[src/hw/rtl/dcs_pkg.sv]
// Shared constants, types and helper functions of the discrete CDF sampler.
package dcs_pkg;

    localparam int MAX_ENTRIES = 256;
    localparam int WEIGHT_BITS = 16;

    localparam int IDX_W    = (MAX_ENTRIES > 1) ? $clog2(MAX_ENTRIES) : 1;
    localparam int CNT_W    = $clog2(MAX_ENTRIES + 1);
    localparam int STEP_W   = $clog2(CNT_W + 1);
    localparam int CFG_W    = 9;
    localparam int WEIGHT_W = 16;
    localparam int UNI_W    = 17;
    localparam int TOTAL_W  = 24;
    localparam int OUT_W    = 8;

    localparam logic [CFG_W-1:0]    CFG_RESET   = CFG_W'(256);
    localparam logic [TOTAL_W-1:0]  TOTAL_MAX   = '1;
    localparam logic [WEIGHT_W-1:0] WEIGHT_MASK = (WEIGHT_BITS >= WEIGHT_W) ? '1 :
                                                  WEIGHT_W'((64'd1 << WEIGHT_BITS) - 64'd1);

    localparam logic CMD_LOAD = 1'b0;
    localparam logic CMD_DRAW = 1'b1;

    typedef struct packed {
        logic init;
        logic load;
        logic step;
    } t_dcs_cmd;

    typedef struct packed {
        logic [STEP_W-1:0] steps;
    } t_dcs_status;

    // Number of halving steps: position of the leading one plus one.
    function automatic logic [STEP_W-1:0] halving_steps(input logic [CNT_W-1:0] n);
        logic [STEP_W-1:0] pos;
        pos = '0;
        for (int i = 0; i < CNT_W; i++) begin
            if (n[i]) begin
                pos = STEP_W'(i);
            end
        end
        return pos + STEP_W'(1);
    endfunction

endpackage

[src/hw/rtl/dcs_ctrl.sv]
// Controller state machine of the discrete CDF sampler.
module dcs_ctrl (
    input  logic                 i_clk,
    input  logic                 i_rst_n,
    input  logic                 start,
    input  logic                 i_command,
    input  dcs_pkg::t_dcs_status i_status,
    output dcs_pkg::t_dcs_cmd    o_cmd,
    output logic                 busy,
    output logic                 o_strobe
);
    import dcs_pkg::*;

    typedef enum logic [2:0] {
        ST_IDLE   = 3'b001,
        ST_FIRST  = 3'b010,
        ST_SEARCH = 3'b100
    } t_state;

    t_state            r_state, n_state;
    logic [STEP_W-1:0] r_count, n_count;
    logic              r_strobe, n_strobe;
    logic              accept;

    assign accept     = start && (r_state == ST_IDLE);
    assign o_cmd.load = accept && (i_command == CMD_LOAD);
    assign o_cmd.init = accept && (i_command == CMD_DRAW);
    assign o_cmd.step = (r_state == ST_SEARCH);

    always_comb begin
        n_state  = r_state;
        n_count  = r_count;
        n_strobe = 1'b0;
        case (r_state)
            ST_IDLE: begin
                if (o_cmd.init) begin
                    n_state = ST_FIRST;
                    n_count = i_status.steps;
                end
            end
            ST_FIRST: begin
                n_state = ST_SEARCH;
            end
            ST_SEARCH: begin
                n_count = r_count - STEP_W'(1);
                if (r_count == STEP_W'(1)) begin
                    n_state  = ST_IDLE;
                    n_strobe = 1'b1;
                end
            end
            default: begin
                n_state = ST_IDLE;
            end
        endcase
    end

    always_ff @(posedge i_clk) begin
        if (!i_rst_n) begin
            r_state  <= ST_IDLE;
            r_count  <= '0;
            r_strobe <= 1'b0;
        end else begin
            r_state  <= n_state;
            r_count  <= n_count;
            r_strobe <= n_strobe;
        end
    end

    assign busy     = (r_state != ST_IDLE);
    assign o_strobe = r_strobe;

endmodule

[config.mk]
export PLATFORM = sky130hd
export DESIGN_NAME = dcs_ctrl
export DESIGN_NICKNAME = d
export VERILOG_FILES = /design/src/hw/rtl/dcs_pkg.sv /design/src/hw/rtl/dcs_ctrl.sv
export SDC_FILE = /design/constraint.sdc
export NUM_CORES = 1
export LEC_CHECK = 0
export ABC_AREA = 1
export BUFFER_PORTS_ARGS = -buffer_cell sky130_fd_sc_hd__buf_2
export CORE_AREA = 5 5 42 44
export CTS_CLUSTER_DIAMETER = 30
export CTS_CLUSTER_SIZE = 25
export DETAILED_ROUTE_END_ITERATION = 8
export DIE_AREA = 0 0 47 49
export HOLD_SLACK_MARGIN = 0.06
export PLACE_DENSITY_LB_ADDON = 0.08
export SLEW_MARGIN = 20
export SYNTH_ARGS = -nofsm -noshare
export SYNTH_HDL_FRONTEND = slang
export SYNTH_SLANG_ARGS = --single-unit
export TNS_END_PERCENT = 5
[constraint.sdc]
create_clock -name i_clk -period 1.3 [get_ports i_clk]
set_input_delay 0.13 -clock i_clk [delete_from_list [all_inputs] [get_ports i_clk]]
set_output_delay 0.13 -clock i_clk [all_outputs]
set_load 0.02 [all_outputs]
==> impl_results.md <==
- Clk Latency, worst-skew pair: about 250 ps
- Post-detailed-route wirelength per cell: 9.81 um
- Clock slew seen by the registers of the worst setup and hold paths: about 60 ps
- Routability congestion estimate: between 0.7 and 0.8
- WP data arrival: about 1100 ps
- Critical path type: reg2out
- Diode count: 0
- GRT busiest layer: met2
- Cts hold-fix bufs: 0
- Fin crit share: ~96%
- Maximum clock frequency: ~800 MHz
- Final hold violation count: 0
- Final wirelength: 942 um
- Hold_ws: between 100 and 150 ps
- Vias: approximately 430
- Cts bufs inserted: 3
- Worst hold endpoint: r_state[0]
- Yosys cell types: 20
- Req. time, crit path: around 1200 ps
- Die area: 2300 sq um
- Layout Cells excl Fill: 96
- Tmin final: approximately 1200 ps
- Slew margin rel.: between 80 and 90%
- H-Tree Depth: 1
- MaxCap Viol Count: 0
- CP max FO: 3
- Clk root buf: clkbuf_4
- Most frequent cells in the layout: 11 x nand2_1, 11 x buf_2, 10 x nor2_1, 7 x inv_1, 7 x dfxtp_1
- ANT nets after route: 0
- Clock Sinks: 8
- Worst r2r dst: r_count[2]
- HP Class: in2reg
- Crit-path slowest cell: dfxtp_1
- CTS Buffer Depth: 2
- Synth Register Bits: 8
- RSZ-0062 raised after global routing: true
- Synth Cell Area: about 460 sq um
- Die Ht: between 40 and 50 um
- Initial Utilization: about a third
- CP Capture Type: output port
- Synth top area cells: dfxtp_1 35%, nand2_1 9.1%, nor2_1 9.1%
- Area Overhead vs Synth: 24.7%
- Tot GR Track Use: 9.58%
- Top cell type by total area after synthesis: dfxtp_1
- Max Slew Vio Count: 0
- Worst slew pin tran: approximately 160 ps
- Critical-path cell list: inv_2 -> nand2_1 -> nor2_2 -> nand2_1 -> nor2_1 -> buf_4
- Sequential cell area fraction in the yosys report: between 30% and 40%
- DRC: 0
- Status: complete, no violations
- Die W: between 40 and 50 um
- Core ar.: about 1400 sq um
- First-pass DRT Iterations: 4
- Number of buffers and inverters on the critical path: 2
- Nets@finish: between 90 and 100
- Hold Path Origin: i_rst_n
- CP max stage delay: just over 300 ps
- Worst R2R Setup Slack: about 140 ps
- First-pass GRT wire length: about 1600 um
- Peak VDD IR: around 330 uV
- Count of input and output buffers: 12
- # rows: 14
- Clk_skew: 6.54 ps
- Post-Place Cells: ~90
- Number of global-route vias before repair: 374
- Post-Syn Instances: between 60 and 70
- GR Util met2: 13.3%
- Startpoint types: flip-flop
- Worst R2R Path Depth: 6
- HPWL Detailed: 744 um
- Hold depth: 2
- CTS tree: built
- Cell mode on critical path: nand2_1
- Share of cells above drive strength 1: 35.0%
- Synth Warn #: 0
- Global routing usage on met3: roughly 1.1%
- Initial drt markers: 5
- Ports: 13
- Placed Area: approximately 520 sq um
- Area share of the largest cell type after synthesis: about a third
- Static leakage: approximately 0.30 nW
- Reg-to-reg startpoint: r_count[0]
- Grt met1 use: a little under an eighth
- Vias per inst: 4.49
- Power Dens Cells: about 1000 nW/um^2
- Final Cell Area: 568 sq um
- Initial antenna violation count: 0
- Mapped Avg Cell Area: roughly 7.0 sq um
- Total gr overflow: 0
- Setup-failing EPs final: 0
- Crit-path leading delay family: simple AND/OR/NAND/NOR gates
- Pin count of the biggest net entering global routing: 12
- Synthesized net count: 75
[flip-flops by register name, indices dropped and copies added (netlist names)]
| name | flops |
|---|---|
| o_strobe | 1 |
| r_count | 4 |
| r_state | 3 |
[synthesized netlist by cell type (all sizes together)]
| cell | instances |
|---|---|
| a21oi | 2 |
| buf | 1 |
| dfxtp | 8 |
| ha | 2 |
| inv | 11 |
| nand2 | 13 |
| nand3 | 7 |
| nand4 | 2 |
| nor2 | 11 |
| nor3 | 1 |
| o211ai | 1 |
| o21ai | 5 |
| xnor2 | 1 |
[cell type report]
type,instances,area [sq um]
Multi-Input combinational cell,45,253
Clock buffer,3,22.5
Inverter,11,41.3
Fill cell,171,833
Sequential cell,8,161
Timing Repair Buffer,13,70.1
Tap cell,16,20.0
[worst max path at each step]
stage	from	to	slack, ps	depth (start not counted)
global route	r_state[1]	o_cmd[1]	-20	6
detailed placement	r_count[0]	r_count[2]	130	6
finish	r_state[1]	o_cmd[1]	60	6
global placement	r_count[0]	r_count[2]	110	6
CTS	r_state[1]	o_cmd[1]	-60	6
floorplan	r_count[0]	r_count[2]	240	6
[power breakdown]
group          switching [W]  total, W  internal, W
combinational      0.0000754  0.000128    0.0000523
clock              0.0000828  0.000188     0.000106
sequential         0.0000133  0.000273     0.000260
total               0.000172  0.000589     0.000418
[logic make-up (layout without fill, tap and decap cells)]
group,after synthesis,in the layout,synth area share [%]
AOI/OAI and AO/OA,8,8,11.0
DFF,8,8,35.2
xor gates and xnor gates,1,1,1.92
and+or+nand+nor,34,34,34.9
buffers and inverters,12,27,11.5
adders and majority gates,2,2,5.49
[repair_timing]
item                       CTS  global route
resized for setup            1             5
setup endpoints to repair    3             4
pin swaps                    0             0
gates cloned                 0             0
buffers inserted             0             1
[metrics by stage]
step           TNS (ps)  power [W]  setup WS [ps]  util [%]
2_1_floorplan         0   0.000361            242         -
3_3_place_gp          0   0.000399            113      37.4
3_5_place_dp          0   0.000399            128      37.4
4_1_cts            -118   0.000597          -56.5      39.6
5_1_grt           -20.5   0.000629          -20.5      40.5
6_report              0   0.000589           55.8      40.5
[routing by layer]
metal | vias up | wire length, um
met5 | - | 0
met4 | 0 | 23
met3 | 2 | 66
met2 | 11 | 447
met1 | 180 | 404
li1 | 238 | -
Note: power is estimated with default switching activity, not from simulation.
